[config.mk]
export PLATFORM = sky130hd
export DESIGN_NAME = rounded_emboss_row_spans
export DESIGN_NICKNAME = d
export VERILOG_FILES = /design/src/design/rers_pkg.sv /design/src/design/rers_emit.sv /design/src/design/rounded_emboss_row_spans.sv
export SDC_FILE = /design/constraint.sdc
export NUM_CORES = 1
export LEC_CHECK = 0
export BUFFER_PORTS_ARGS = -buffer_cell sky130_fd_sc_hd__buf_2
export CORE_UTILIZATION = 30
export CTS_CLUSTER_SIZE = 10
export DETAILED_ROUTE_END_ITERATION = 8
export MAX_ROUTING_LAYER = met4
export PLACE_DENSITY = 0.49
export SLEW_MARGIN = 20
export SYNTH_ARGS = -nofsm -noshare
export SYNTH_HDL_FRONTEND = slang
export SYNTH_SLANG_ARGS = --single-unit
[constraint.sdc]
create_clock -name clk -period 18.7 [get_ports clk]
set_input_delay 0.935 -clock clk [delete_from_list [all_inputs] [get_ports clk]]
set_output_delay 0.935 -clock clk [all_outputs]
set_load 0.1 [all_outputs]
[src/design/rers_pkg.sv]
package rers_pkg;

  localparam int COORD_BITS_DEF = 11;
  localparam int COLOR_BITS     = 8;
  localparam int N_SPAN         = 7;
  localparam int SEL_BITS       = $clog2(N_SPAN);

endpackage

[src/design/rers_emit.sv]
module rers_emit
  import rers_pkg::*;
#(
  parameter int SB = COORD_BITS_DEF + 1
) (
  input  logic                  clk,
  input  logic                  rst_n,
  input  logic                  ld_valid,
  output logic                  ld_ready,
  input  logic [N_SPAN-1:0]     ld_mask,
  input  logic [SB-1:0]         ld_y,
  input  logic [SB-1:0]         ld_x     [N_SPAN],
  input  logic [SB-1:0]         ld_len   [N_SPAN],
  input  logic [COLOR_BITS-1:0] ld_color [N_SPAN],
  output logic                  span_valid,
  input  logic                  span_ready,
  output logic [SB-1:0]         span_x,
  output logic [SB-1:0]         span_y,
  output logic [SB-1:0]         span_length,
  output logic [COLOR_BITS-1:0] span_color,
  output logic                  span_last
);

  logic [N_SPAN-1:0]     pend_r, pend_nxt;
  logic [SB-1:0]         cy_r;
  logic [SB-1:0]         cx_r [N_SPAN];
  logic [SB-1:0]         cl_r [N_SPAN];
  logic [COLOR_BITS-1:0] cc_r [N_SPAN];

  logic                  ov_r, ov_nxt;
  logic [SB-1:0]         ox_r, oy_r, ol_r;
  logic [COLOR_BITS-1:0] oc_r;
  logic                  olast_r;

  logic                  can_out, emit, load;
  logic                  found;
  logic [SEL_BITS-1:0]   sel;
  logic [N_SPAN-1:0]     rest;

  always_comb begin
    found = 1'b0;
    sel   = '0;
    for (int i = 0; i < N_SPAN; i++) begin
      if (!found && pend_r[i]) begin
        found = 1'b1;
        sel   = SEL_BITS'(i);
      end
    end
    rest = pend_r & ~(N_SPAN'(1) << sel);
  end

  assign can_out  = !ov_r || span_ready;
  assign emit     = (pend_r != '0) && can_out;
  assign ld_ready = (pend_r == '0) || (emit && (rest == '0));
  assign load     = ld_valid && ld_ready;

  always_comb begin
    if (load) begin
      pend_nxt = ld_mask;
    end else if (emit) begin
      pend_nxt = rest;
    end else begin
      pend_nxt = pend_r;
    end
    if (emit) begin
      ov_nxt = 1'b1;
    end else if (span_ready) begin
      ov_nxt = 1'b0;
    end else begin
      ov_nxt = ov_r;
    end
  end

  always_ff @(posedge clk) begin
    if (!rst_n) begin
      pend_r <= '0;
      ov_r   <= 1'b0;
    end else begin
      pend_r <= pend_nxt;
      ov_r   <= ov_nxt;
    end
  end

  always_ff @(posedge clk) begin
    if (load) begin
      cy_r <= ld_y;
      for (int i = 0; i < N_SPAN; i++) begin
        cx_r[i] <= ld_x[i];
        cl_r[i] <= ld_len[i];
        cc_r[i] <= ld_color[i];
      end
    end
    if (emit) begin
      ox_r    <= cx_r[sel];
      oy_r    <= cy_r;
      ol_r    <= cl_r[sel];
      oc_r    <= cc_r[sel];
      olast_r <= (rest == '0);
    end
  end

  assign span_valid  = ov_r;
  assign span_x      = ox_r;
  assign span_y      = oy_r;
  assign span_length = ol_r;
  assign span_color  = oc_r;
  assign span_last   = olast_r;

endmodule

[src/design/rounded_emboss_row_spans.sv]
// Embossed rounded-rectangle row rasterizer. Each input item is one row request; the block
// returns that row's spans (body, arc fills, highlight edge and pixel, shadow edge and pixel)
// in painting order, one span per output item, with tlast on the final span of the row. A row
// outside the height, or one whose spans are all empty, yields no output item. Items enter a
// seven-stage pipeline (radius clamp, arc geometry, one multiply, then a floor square root
// resolving two root bits per stage) and may be presented every cycle unless out_tready
// backs up the pipeline; a row reaches its first span through the stage registers, then the
// serializer's span store and output register. The serializer is the rate limit: a row holds
// it until its last span (at most six) is issued, and the next row may load as that span goes.
module rounded_emboss_row_spans
  import rers_pkg::*;
#(
  parameter int COORD_BITS = COORD_BITS_DEF,
  localparam int SB        = COORD_BITS + 1,
  localparam int OFF_Y     = COORD_BITS,
  localparam int OFF_W     = 2 * COORD_BITS,
  localparam int OFF_H     = OFF_W + SB,
  localparam int OFF_R     = OFF_H + SB,
  localparam int OFF_F     = OFF_R + COORD_BITS,
  localparam int OFF_HI    = OFF_F + COLOR_BITS,
  localparam int OFF_SH    = OFF_HI + COLOR_BITS,
  localparam int OFF_ROW   = OFF_SH + COLOR_BITS,
  localparam int IN_BITS   = OFF_ROW + COORD_BITS,
  localparam int IN_W      = ((IN_BITS + 7) / 8) * 8,
  localparam int OUT_BITS  = 3 * SB + COLOR_BITS,
  localparam int OUT_W     = ((OUT_BITS + 7) / 8) * 8
) (
  input  logic             clk,
  input  logic             rst_n,
  input  logic             in_tvalid,
  output logic             in_tready,
  // left_x, top_y, width, height, radius, fill_color, highlight_color, shadow_color, row
  input  logic [IN_W-1:0]  in_tdata,
  // command
  input  logic [0:0]       in_tuser,
  output logic             out_tvalid,
  input  logic             out_tready,
  // span_x, span_y, span_length, color
  output logic [OUT_W-1:0] out_tdata,
  output logic             out_tlast
);

  localparam int CB        = COORD_BITS;
  localparam int PROD_BITS = CB + SB;
  localparam int ARG_BITS  = 16;
  localparam int ROOT_BITS = 8;
  localparam int SQRT_CAP  = 46340;
  localparam int NST       = 7;
  localparam int SQ_FIRST  = 3;

  typedef struct packed {
    logic                  cmd;
    logic [CB-1:0]         x;
    logic [SB-1:0]         w;
    logic [SB-1:0]         h;
    logic [CB-1:0]         r;
    logic [CB-1:0]         yo;
    logic [SB-1:0]         sy;
    logic [COLOR_BITS-1:0] fill;
    logic [COLOR_BITS-1:0] hi;
    logic [COLOR_BITS-1:0] sh;
    logic                  ok;
    logic                  top;
    logic                  bot;
    logic                  arc;
    logic [SB-1:0]         inner;
    logic [CB-1:0]         fa;
    logic [SB-1:0]         fb;
    logic [PROD_BITS-1:0]  prod;
    logic [ARG_BITS-1:0]   arg;
    logic [ROOT_BITS-1:0]  root;
  } item_t;

  function automatic logic [ROOT_BITS-1:0] sqrt_two(input logic [ROOT_BITS-1:0] root,
                                                     input logic [ARG_BITS-1:0]  arg,
                                                     input int                   hb);
    logic [ROOT_BITS-1:0] rt;
    logic [ROOT_BITS-1:0] t;
    rt = root;
    for (int k = 0; k < 2; k++) begin
      t = rt | (ROOT_BITS'(1) << (hb - k));
      if (ARG_BITS'(t) * ARG_BITS'(t) <= arg) begin
        rt = t;
      end
    end
    return rt;
  endfunction

  item_t          stg_r   [NST];
  item_t          stg_nxt [NST];
  logic [NST-1:0] vld_r;
  logic [NST:0]   adv;

  logic                  em_ready;
  logic [N_SPAN-1:0]     c_mask;
  logic [SB-1:0]         c_x     [N_SPAN];
  logic [SB-1:0]         c_len   [N_SPAN];
  logic [COLOR_BITS-1:0] c_color [N_SPAN];

  logic [SB-1:0]         sp_x, sp_y, sp_len;
  logic [COLOR_BITS-1:0] sp_color;

  // stall chain: a stage loads when it is empty or the one after it moves
  always_comb begin
    adv[NST] = em_ready;
    for (int k = NST - 1; k >= 0; k--) begin
      adv[k] = !vld_r[k] || adv[k+1];
    end
  end
  assign in_tready = adv[0];

  // stage 0: unpack, clamp radius, row flags
  always_comb begin
    item_t         s;
    logic [CB-1:0] rc;
    s       = '0;
    s.cmd   = in_tuser[0];
    s.x     = in_tdata[0 +: CB];
    s.w     = in_tdata[OFF_W +: SB];
    s.h     = in_tdata[OFF_H +: SB];
    s.fill  = in_tdata[OFF_F +: COLOR_BITS];
    s.hi    = in_tdata[OFF_HI +: COLOR_BITS];
    s.sh    = in_tdata[OFF_SH +: COLOR_BITS];
    s.yo    = in_tdata[OFF_ROW +: CB];
    rc      = in_tdata[OFF_R +: CB];
    if (rc > s.w[SB-1:1]) begin
      rc = s.w[SB-1:1];
    end
    if (rc > s.h[SB-1:1]) begin
      rc = s.h[SB-1:1];
    end
    s.r     = rc;
    s.sy    = SB'(in_tdata[OFF_Y +: CB]) + SB'(s.yo);
    s.ok    = SB'(s.yo) < s.h;
    s.top   = (s.yo == '0);
    s.bot   = (SB'(s.yo) == s.h - SB'(1));
    stg_nxt[0] = s;
  end

  // stage 1: arc rows, factors of r*r - dy*dy, inner band width
  always_comb begin
    item_t         s;
    logic [SB-1:0] hmr;
    logic [CB-1:0] dy;
    logic          arc_t, arc_b;
    s       = stg_r[0];
    hmr     = s.h - SB'(s.r);
    arc_t   = s.yo < s.r;
    arc_b   = SB'(s.yo) >= hmr;
    if (arc_t) begin
      dy = s.r - s.yo;
    end else if (arc_b) begin
      dy = CB'(SB'(s.yo) - hmr);
    end else begin
      dy = s.r;
    end
    s.arc   = arc_t || arc_b;
    s.fa    = s.r - dy;
    s.fb    = SB'(s.r) + SB'(dy);
    s.inner = s.w - {s.r, 1'b0};
    stg_nxt[1] = s;
  end

  // stage 2: (r - dy) * (r + dy)
  always_comb begin
    item_t s;
    s      = stg_r[1];
    s.prod = PROD_BITS'(s.fa) * PROD_BITS'(s.fb);
    stg_nxt[2] = s;
  end

  // stages 3..6: capped argument, then two root bits per stage
  for (genvar g = SQ_FIRST; g < NST; g++) begin : g_sqrt
    always_comb begin
      item_t s;
      s = stg_r[g-1];
      if (g == SQ_FIRST) begin
        s.arg  = (s.prod > PROD_BITS'(SQRT_CAP)) ? ARG_BITS'(SQRT_CAP)
                                                  : s.prod[ARG_BITS-1:0];
        s.root = '0;
      end
      s.root = sqrt_two(s.root, s.arg, ROOT_BITS - 1 - 2 * (g - SQ_FIRST));
      stg_nxt[g] = s;
    end
  end

  always_ff @(posedge clk) begin
    if (!rst_n) begin
      vld_r <= '0;
    end else begin
      if (adv[0]) begin
        vld_r[0] <= in_tvalid;
      end
      for (int k = 1; k < NST; k++) begin
        if (adv[k]) begin
          vld_r[k] <= vld_r[k-1];
        end
      end
    end
  end

  always_ff @(posedge clk) begin
    for (int k = 0; k < NST; k++) begin
      if (adv[k]) begin
        stg_r[k] <= stg_nxt[k];
      end
    end
  end

  // span list in painting order
  always_comb begin
    item_t         s;
    logic [SB-1:0] xe, re, dx, xr;
    logic          fill_en;
    s       = stg_r[NST-1];
    xe      = SB'(s.x);
    re      = SB'(s.r);
    dx      = SB'(s.root);
    xr      = xe + re;
    fill_en = s.ok && !s.cmd;

    c_mask[0]  = fill_en && (s.arc ? (s.inner != '0) : (s.w != '0));
    c_x[0]     = s.arc ? xr : xe;
    c_len[0]   = s.arc ? s.inner : s.w;
    c_color[0] = s.fill;

    c_mask[1]  = fill_en && s.arc && (s.root != '0);
    c_x[1]     = xr - dx;
    c_len[1]   = dx;
    c_color[1] = s.fill;

    c_mask[2]  = c_mask[1];
    c_x[2]     = xe + s.w - re;
    c_len[2]   = dx;
    c_color[2] = s.fill;

    c_mask[3]  = s.ok && s.top && (s.inner != '0);
    c_x[3]     = xr;
    c_len[3]   = s.inner;
    c_color[3] = s.hi;

    c_mask[4]  = s.ok && s.arc;
    c_x[4]     = xr - dx;
    c_len[4]   = SB'(1);
    c_color[4] = s.hi;

    c_mask[5]  = s.ok && s.bot && (s.inner != '0);
    c_x[5]     = xr;
    c_len[5]   = s.inner;
    c_color[5] = s.sh;

    c_mask[6]  = s.ok && s.arc;
    c_x[6]     = xe + s.w - SB'(1) - re + dx;
    c_len[6]   = SB'(1);
    c_color[6] = s.sh;
  end

  rers_emit #(
    .SB (SB)
  ) u_emit (
    .clk         (clk),
    .rst_n       (rst_n),
    .ld_valid    (vld_r[NST-1]),
    .ld_ready    (em_ready),
    .ld_mask     (c_mask),
    .ld_y        (stg_r[NST-1].sy),
    .ld_x        (c_x),
    .ld_len      (c_len),
    .ld_color    (c_color),
    .span_valid  (out_tvalid),
    .span_ready  (out_tready),
    .span_x      (sp_x),
    .span_y      (sp_y),
    .span_length (sp_len),
    .span_color  (sp_color),
    .span_last   (out_tlast)
  );

  assign out_tdata = OUT_W'({sp_color, sp_len, sp_y, sp_x});

endmodule

Word level (Yosys, flattened, before mapping)
Memory sizes are Yosys's and may differ from the RTL's. A register that Yosys moved wholly into a read port is not among the register bits.
Index checks and enable logic that the tools add are counted.
{"block": "op_classes", "bitwise": 2, "n_addsub": 15, "n_shift": 1, "n_lt_le_gt_ge": 14, "eq_ne": 1, "muxes": 48, "n_mul": 8, "reduce_logical": 52}
{"operator": "less-or-equal comparator 16 bit", "count": 7}
{"operator": "multiplier 8 x 8 -> 16 bit", "count": 7}
{"operator": "two-way mux 11 bit", "count": 4}
{"operator": "adder 11 x 11 -> 12 bit", "count": 3}
{"operator": "subtractor 12 x 11 -> 12 bit", "count": 3}
{"operator": "subtractor 11 bit", "count": 3}
{"operator": "two-way mux 1 bit", "count": 27}
{"operator": "two-way mux 12 bit", "count": 2}
{"operator": "nonzero test 12 bit", "count": 2}
{"operator": "subtractor 12 x 1 -> 12 bit (second input constant)", "count": 2}
{"operator": "> comparator 23 x 16 -> 1 bit (second input constant)", "count": 1}
{"operator": "multiplier 11 x 12 -> 23 bit", "count": 1}
{"operator": "> comparator 11 bit", "count": 2}
{"operator": "two-way mux 7 bit", "count": 3}
{"operator": "logical AND 1 bit", "count": 18}
{"operator": "less-or-equal comparator 15 x 16 -> 1 bit (first input constant)", "count": 1}
{"operator": "two-way mux 16 bit", "count": 1}
{"operator": "zero test 1 bit", "count": 15}
{"operator": "zero test 7 bit", "count": 2}
{"operator": "adder 11 x 12 -> 12 bit", "count": 1}
{"operator": "adder 12 x 8 -> 12 bit", "count": 1}
{"operator": "equality test 11 x 12 -> 1 bit", "count": 1}
{"operator": ">= comparator 11 x 12 -> 1 bit", "count": 1}
{"operator": "< comparator 11 x 12 -> 1 bit", "count": 1}
{"operator": "other kinds (17)", "count": 32}
{"block": "word_totals", "mem_count": 4, "inputBits": 101, "output_inout_bits": 51, "wordCells": 157, "ram_bits": 1484, "reg_bits": 40}
{"name": "stg_r", "words": 7, "width": 180, "rd": 7, "rd_ports_with_merged_regs": 0, "wr": 7, "line": "rounded_emboss_row_spans.sv:89", "rtl": "item_t stg_r [NST];"}
{"name": "u_emit.cl_r", "words": 7, "width": 12, "rd": 1, "rd_ports_with_merged_regs": 1, "wr": 7, "line": "rers_emit.sv:27", "rtl": "logic [SB-1:0] cl_r [N_SPAN];"}
{"name": "u_emit.cx_r", "words": 7, "width": 12, "rd": 1, "rd_ports_with_merged_regs": 1, "wr": 7, "line": "rers_emit.sv:26", "rtl": "logic [SB-1:0] cx_r [N_SPAN];"}
{"name": "u_emit.cc_r", "words": 7, "width": 8, "rd": 1, "rd_ports_with_merged_regs": 1, "wr": 7, "line": "rers_emit.sv:28", "rtl": "logic [COLOR_BITS-1:0] cc_r [N_SPAN];"}

Logic depth before layout (Yosys ltp)
Gate-level depths: netlist (run 1).
{"block": "depth", "depth_word": 34, "depth_mapped": 52}

By module
From an unflattened synthesis (run 1), not the netlist that was laid out.
{"block": "hier_totals", "cells_unflattened": 3510, "hier_area_um2": 50141.8}
{"module": "rounded_emboss_row_spans", "cells_per_inst": 2872, "n_inst": 1, "area_each_um2": 39004.9}
{"module": "rers_emit", "cells_per_inst": 638, "n_inst": 1, "area_each_um2": 11136.9}

Least setup slack after synthesis (run 1)
OpenSTA, ideal clock, no wires.
{"block": "synth_path", "path_type": "reg2reg", "start": "memory stg_r[5][2] (netlist name)", "end": "memory stg_r[6][0] (netlist name) (data pin)", "setup_time_ps": 257, "period_less_slack_ps": 10431, "path_buffers": 2, "t_arrival_ps": 10174, "t_required_ps": 18443, "path_stages_with_launch": 49, "slack_ps": 8269, "cell_sequence": "edfxtp_1 > clkbuf_1 > inv_1 > nor2_1 > inv_1 > fa_1 > fa_1 > inv_1 > fa_1 > inv_1 > fa_1 > inv_1 > ha_1 > o21a_1 > o21a_1 > nor2_1 > nor2b_1 > o21ai_0 > [... 13 more ...] > fa_1 > inv_1 > fa_1 > inv_1 > ha_1 > or2_2 > o311a_1 > o21a_1 > o21ai_0 > nor2b_1 > xnor2_1 > ha_1 > o21ai_0 > nand2b_1 > a21oi_1 > nor2b_1 > o21ai_0 > a32o_1"}
{"item": "from (decl)", "line": "rounded_emboss_row_spans.sv:89"}

==> metrics.md, run 1 <==
| Metric | Value |
|---|---|
| H-tree lvl count | `3` |
| Asr flop ratio synth | `0` |
| R2r startpoint | `stg_r[5][2]$_DFFE_PP_` |
| Layout Skew | `between 0.05 and 0.06 ns` |
| CTS root buf | `clkbuf_16` |
| Met2 usage in global routing | `0.1987` |
| Worst hold endpoint | `stg_r[3][71]$_DFFE_PP_` |
| CP Data Required Time | `19.11 ns` |
| Synth area leaders | `edfxtp_1 59%, ha_1 10%, fa_1 6.9%` |
| R2R depth | `46` |
| R2R setup slack | `around 7 ns` |
| Hold Vio Cnt, Final | `0` |
| TNS Setup | `0 ns` |
| Mean Syn Cell Area | `~14 um^2` |
| First-pass detailed-route iteration total | `7` |
| Highest-delay cell along the critical path | `edfxtp_1` |
| Final ANT Viol Nets | `0` |
| Num CTS Buffers | `about 110` |
| Top_reg_cell synth | `edfxtp_1` |
| Routed WL per cell | `about 16 um` |
| Nets | `between 4000 and 5000` |
| Initial DRC Count | `approximately 1200` |
| # rows | `142` |
| First-pass GRT wire length | `145200 um` |
| Antenna violations before repair | `1` |
| Gate Count Post-Synth | `around 3300` |
| Fraction of layout cells with a size suffix above 1 | `0.1042` |
| Crit-path max cell delay | `roughly 0.86 ns` |
| RSZ-0062 raised after global routing | `no` |
| Seq cells post-synth | `914` |
| Status | `finished clean` |
| Max-cap viol count | `0` |
| Post-DP HPWL | `around 68000 um` |
| Clock Sink Count | `914` |
| Initial Util | `0.3038` |
| Mapped cell area | `~46000 um^2` |
| Top-count cell post-synth | `edfxtp_1` |
| Synth top area share | `0.5897` |
| Actual slew at the worst max-slew pin | `around 1.1 ns` |
| Min Clock Period, post-route | `between 10 and 15 ns` |
| Vias in the first global route | `25750` |
| Met1 Use GR | `0.1639` |
| Global Route Usage Sum | `0.1245` |
| Critical Path Sink Type | `flip-flop` |
| Tightest Hold Check Type | `reg -> reg` |
| Biggest area consumer among synthesized cells | `edfxtp_1` |
| Reg clk slew, reported paths | `about 0.060 ns` |
| Total grt overflow | `0` |
| Slew Viols, Final | `0` |
| Postcts setup bufs | `0` |
| CP arrival | `between 10 and 15 ns` |
| Fin crit share | `0.6311` |
| Critical Path Fanout Max | `14` |
| Clock buffer depth | `3` |
| I/O Pins | `152` |
| Vias per Instance | `roughly 4.4` |
| Resize count post-CTS | `0` |
| Die X | `392.6 um` |
| Number of setup violations in the final report | `0` |
| Global route hottest layer | `met2` |
| Crit path launch type | `flip-flop` |
| CTS tree | `yes` |
| EDFF count, synth | `between 800 and 900` |
| Fmax | `84.74 MHz` |
| Die height | `slightly below 400 um` |
| Hold wc startpoint | `stg_r[2][71]$_DFFE_PP_` |
| CORE AREA | `~150000 um^2` |
| Reg2Reg Capture Point | `stg_r[6][0]$_DFFE_PP_` |
| Drt drc | `0` |
| Vias | `between 20000 and 25000` |
| Worst slew margin | `0.2842` |
| Detailed Route WL | `91480 um` |
| Hold path depth | `0` |
| Die area | `between 150000 and 200000 um^2` |
| GPL Wtd Cong | `between 0.7 and 0.8` |
| Met3 Track Usage GR | `0.01867` |
| Clock Latency Late Sink | `~0.71 ns` |
| Ys Warns | `0` |
| Port Buffers | `approximately 140` |
| Area grow syn2layout | `13.50%` |
| Sequential share of the synthesized area | `0.5963` |
| Largest net degree at the start of global routing | `slightly above 70` |
| WS Path Type | `reg -> reg` |
| Top cells by count, synth | `899 x edfxtp_1, 395 x inv_1, 378 x ha_1` |
| Hold-fix buffers, CTS | `0` |
| Netlist cell types | `84` |
-- area by class of cell --
cell class	count	area [um^2]
timing repair buffer	159	835.8
inverter	396	1496
clock inverter	20	262.8
fill	14840	98710
multi-input combinational	1929	16780
tap	2016	2522
clock buffer	132	2759
antenna	2	5.005
sequential	914	27300
-- cells by family (layout without fill, tap and decap cells) --
| logic type | Yosys count | after routing | synth area share |
|---|---|---|---|
| compound gates | 470 | 470 | 0.06759 |
| xor+xnor | 179 | 179 | 0.03425 |
| fa+ha+maj | 538 | 538 | 0.1729 |
| buf+inv | 461 | 707 | 0.03862 |
| flops | 914 | 914 | 0.5963 |
| mux | 83 | 83 | 0.01949 |
| other cells | 1 | 6 | 0.00008192 |
| simple gates | 655 | 655 | 0.07082 |
-- critical path, delay by kind of cell, from the launching register on --
family / cells / cell delay, ns
adders and majority gates: 12 / 5.15
AOI/OAI and AO/OA: 17 / 3.14
and+or+nand+nor: 8 / 1.51
buffers and inverters: 7 / 0.64
xor gates and xnor gates: 2 / 0.22
DFF: 1 / 0.86
-- cells in the final DEF, fill, tap and decap left out, types with 16 or more instances in the layout --
| cell | count |
|---|---|
| and2_1 | 84 |
| buf_2 | 143 |
| a21oi_1 | 147 |
| nand2b_1 | 29 |
| clkbuf_16 | 105 |
| fa_1 | 158 |
| o21bai_1 | 32 |
| nor2b_1 | 40 |
| nor2_1 | 144 |
| ha_1 | 378 |
| mux2_2 | 49 |
| clkbuf_1 | 24 |
| nand2_1 | 170 |
| xor2_1 | 46 |
| nor3_1 | 49 |
| nor4_1 | 20 |
| buf_4 | 16 |
| a21o_1 | 47 |
| nand4_1 | 22 |
| o21ai_0 | 75 |
| nand3_1 | 38 |
| o21a_1 | 25 |
| xnor2_1 | 133 |
| mux2i_1 | 34 |
| edfxtp_1 | 899 |
| inv_1 | 391 |
-- per-layer routing --
metal / wire (um) / share of wire
met4: 2026 / 0.022
met1: 43310 / 0.47
met3: 3171 / 0.035
met5: 0 / 0
met2: 42960 / 0.47
-- flip-flops by register name (all words and copies together) (netlist names) --
register,cells
u_emit.pend_r,7
u_emit.span_y,12
u_emit.cx_r,60
u_emit.cl_r,32
u_emit.cy_r,12
stg_r,726
u_emit.span_valid,1
vld_r,7
u_emit.span_length,12
u_emit.span_color,8
u_emit.span_x,12
u_emit.span_last,1
u_emit.cc_r,24
-- stage by stage --
stage / cells / utilization / hold slack (ns) / area, um^2 / setup slack (ns)
floorplan: 3304 / - / 0.4003 / 45790 / 8.269
global placement: 5414 / 0.3248 / 0.4003 / 48930 / 6.840
detailed placement: 5414 / 0.3248 / 0.4045 / 48930 / 6.776
CTS: 5566 / 0.3448 / 0.3411 / 51950 / 6.675
global route: 5567 / 0.3448 / 0.3570 / 51950 / 5.959
finish: 5568 / 0.3449 / 0.3788 / 51960 / 6.899
-- how the worst max path moves through the flow --
stage / from / to / slack (ns) / cells after the start
after floorplan: stg_r[5][2]$_DFFE_PP_ / stg_r[6][0]$_DFFE_PP_ / 8.27 / 48
after global placement: stg_r[5][2]$_DFFE_PP_ / stg_r[6][0]$_DFFE_PP_ / 6.84 / 45
after detailed placement: stg_r[5][2]$_DFFE_PP_ / stg_r[6][0]$_DFFE_PP_ / 6.78 / 46
after CTS: stg_r[5][2]$_DFFE_PP_ / stg_r[6][0]$_DFFE_PP_ / 6.68 / 46
after global routing: stg_r[5][2]$_DFFE_PP_ / stg_r[6][0]$_DFFE_PP_ / 5.96 / 48
final: stg_r[5][2]$_DFFE_PP_ / stg_r[6][0]$_DFFE_PP_ / 6.90 / 46
Power of run 1 is not shown: default switching activity piles up to over one toggle a cycle in this logic, so the estimate is an artifact.
==> run 2: changes to the inputs <==
Clock period 18.7 ns to 10.9 ns, I/O delays scaled along.
==> run 2 against run 1 <==
Compared with the run above: utilization is 0.50 points higher; die area stayed put; via count increased by 2.3%; final cell count up 1.3%; critical path depth grew 1; highest routed layer unchanged.
==> metrics.md, run 2 (synthesis gave the netlist of run 1 again) <==
| Metric | Value |
|---|---|
| Highest-delay cell along the critical path | `fa_1 (was edfxtp_1)` |
| H-tree lvl count | `3 (unchanged)` |
| GPL Wtd Cong | `0.8185 (was 0.7897)` |
| Fmax | `95.62 MHz (was 84.74 MHz)` |
| Commonest cells after routing, fill and taps aside | `899 x edfxtp_1, 390 x inv_1, 372 x ha_1, 167 x nand2_1, 158 x fa_1 (was 899 x edfxtp_1, 391 x inv_1, 378 x ha_1, 170 x nand2_1, 158 x fa_1)` |
| CP arrival | `10.92 ns (was 12.21 ns)` |
| Max reg flops | `726 (unchanged)` |
| Final ANT Viol Nets | `0 (unchanged)` |
| Largest net degree at the start of global routing | `76 (was 71)` |
| Register area | `27300 um^2 (unchanged)` |
| Largest registers | `stg_r x726, u_emit.cx_r x60, u_emit.cl_r x32 (unchanged)` |
| Crit-path max cell delay | `0.57 ns (was 0.86 ns)` |
| Fraction of layout cells with a size suffix above 1 | `0.1184 (was 0.1042)` |
| Clock Sink Count | `914 (unchanged)` |
| Routed WL per cell | `17.15 um (was 16.43 um)` |
| CTS tree | `yes (unchanged)` |
| CORE AREA | `150700 um^2 (unchanged)` |
| Vias in the first global route | `26080 (was 25750)` |
| Antenna violations before repair | `6 (was 1)` |
| CP Data Required Time | `11.36 ns (was 19.11 ns)` |
| Critical Path Sink Type | `flip-flop (unchanged)` |
| # rows | `142 (unchanged)` |
| Port Buffers | `143 (unchanged)` |
| Critical path startpoint | `stg_r[5][5]$_DFFE_PP_ (was stg_r[5][2]$_DFFE_PP_)` |
| Min Clock Period, post-route | `10.46 ns (was 11.80 ns)` |
| Die X | `392.6 um (unchanged)` |
| Clock buffer depth | `3 (unchanged)` |
| Fill cells | `14680 (was 14840)` |
| Worst slew margin | `0.3358 (was 0.2842)` |
| Global Route Usage Sum | `0.1304 (was 0.1245)` |
| Most common cell after layout, fill and taps aside | `edfxtp_1 (unchanged)` |
| Footprint of the multi-input gates | `16910 um^2 (was 16780 um^2)` |
| Detailed Route WL | `96740 um (was 91480 um)` |
| Most flop-heavy register | `stg_r (unchanged)` |
| Die height | `392.6 um (unchanged)` |
| Post-DP HPWL | `71950 um (was 67680 um)` |
| Vias per Instance | `4.448 (was 4.407)` |
| R2r startpoint | `stg_r[5][5]$_DFFE_PP_ (was stg_r[5][2]$_DFFE_PP_)` |
| Max-cap viol count | `0 (unchanged)` |
| Crit path launch type | `flip-flop (unchanged)` |
| Hold Vio Cnt, Final | `0 (unchanged)` |
| Die area | `154200 um^2 (unchanged)` |
| WS Path Type | `reg -> reg (unchanged)` |
| First-pass GRT wire length | `149700 um (was 145200 um)` |
| Hold wc startpoint | `in_tdata[7] (was stg_r[2][71]$_DFFE_PP_)` |
| Nets | `4212 (was 4142)` |
| Drt drc | `0 (unchanged)` |
| Initial Util | `0.3038 (unchanged)` |
| I/O Pins | `152 (unchanged)` |
| Total grt overflow | `0 (unchanged)` |
| Area grow syn2layout | `15.16% (was 13.50%)` |
| Fin crit share | `0.9595 (was 0.6311)` |
| Reg clk slew, reported paths | `0.06 ns (about the same)` |
| First-pass detailed-route iteration total | `5 (was 7)` |
| Critical Path Fanout Max | `5 (was 14)` |
| Initial DRC Count | `1125 (was 1218)` |
| Number of setup violations in the final report | `0 (unchanged)` |
| Finished Layout Cells | `5640 (was 5568)` |
| Vias | `25090 (was 24540)` |
| Num CTS Buffers | `105 (unchanged)` |
| Slew Viols, Final | `0 (unchanged)` |
| CTS root buf | `clkbuf_16 (unchanged)` |
| Clock Latency Late Sink | `0.71 ns (about the same)` |
| Layout Skew | `0.03882 ns (was 0.05227 ns)` |
| Status | `finished clean (unchanged)` |
| Actual slew at the worst max-slew pin | `0.9872 ns (was 1.070 ns)` |
| Cells after DPL | `5434 (was 5414)` |
| Tightest Hold Check Type | `in -> reg (was reg -> reg)` |
==> run 2: cell count changes in the layout (fill, tap and decap cells not counted), moves of 4 or more <==
cell and change:
ha_1 -6, dlygate4sd3_1 +34, o21ai_1 +5, clkbuf_1 +6
buf_4 +32, ha_4 +4, o21ai_0 -6
==> run 2: worst paths after layout <==
check,to,slack [ns],cells after the start
max,stg_r[6][0]$_DFFE_PP_,0.44,47
min,stg_r[0][175]$_DFFE_PP_,0.06,1
max reg2reg,stg_r[6][0]$_DFFE_PP_,0.44,47
min reg2reg,stg_r[3][78]$_DFFE_PP_,0.40,0
==> run 2: area by class of cell <==
| type | count | share of cell area |
|---|---|---|
| Sequential cell | 914 | 0.5178 |
| Inverter | 396 | 0.02839 |
| Tap cell | 2016 | 0.04785 |
| Clock buffer | 137 | 0.05272 |
| Antenna cell | 2 | 0.00009494 |
| Timing Repair Buffer | 229 | 0.02815 |
| Multi-Input combinational cell | 1929 | 0.3207 |
| Clock inverter | 17 | 0.004272 |
==> run 2: routing by layer <==
metal	global-route usage	routed length, um	vias up
met2	0.2145	46590	366
met1	0.1655	44590	12230
met4	0.03969	2635	0
met3	0.01955	2917	151
met5	-	0	-
li1	-	-	12340
==> run 2: worst max-delay path: cells and delay by family (launching register included) <==
kind | cells | cell delay [ns]
adders and majority gates | 13 | 5.15
DFF | 1 | 0.45
xor gates and xnor gates | 2 | 0.26
AOI/OAI and AO/OA | 17 | 2.71
buffers and inverters | 9 | 0.70
and+or+nand+nor | 6 | 0.88
==> run 2: metrics by stage <==
step	utilization	setup TNS (ns)	hold slack [ns]	area, um^2	worst slack (ns)
after floorplan	-	0	0.4003	45790	0.4692
after global placement	0.3258	0	0.4004	49090	0.2791
after detailed placement	0.3258	0	0.4045	49090	0.1872
after CTS	0.3480	0	0.001302	52430	0.1047
after global routing	0.3498	-0.05941	0.001875	52710	-0.05941
final	0.3499	0	0.06222	52710	0.4414
==> run 2: timing repair <==
action                                 4_1_cts  5_1_grt
endpoints found under the hold margin       33        1
buffers inserted                             0       15
hold buffers                                33        1
setup endpoints to repair                    0        1
resized for setup                            0       36
Power of run 2 is left out for the same reason.
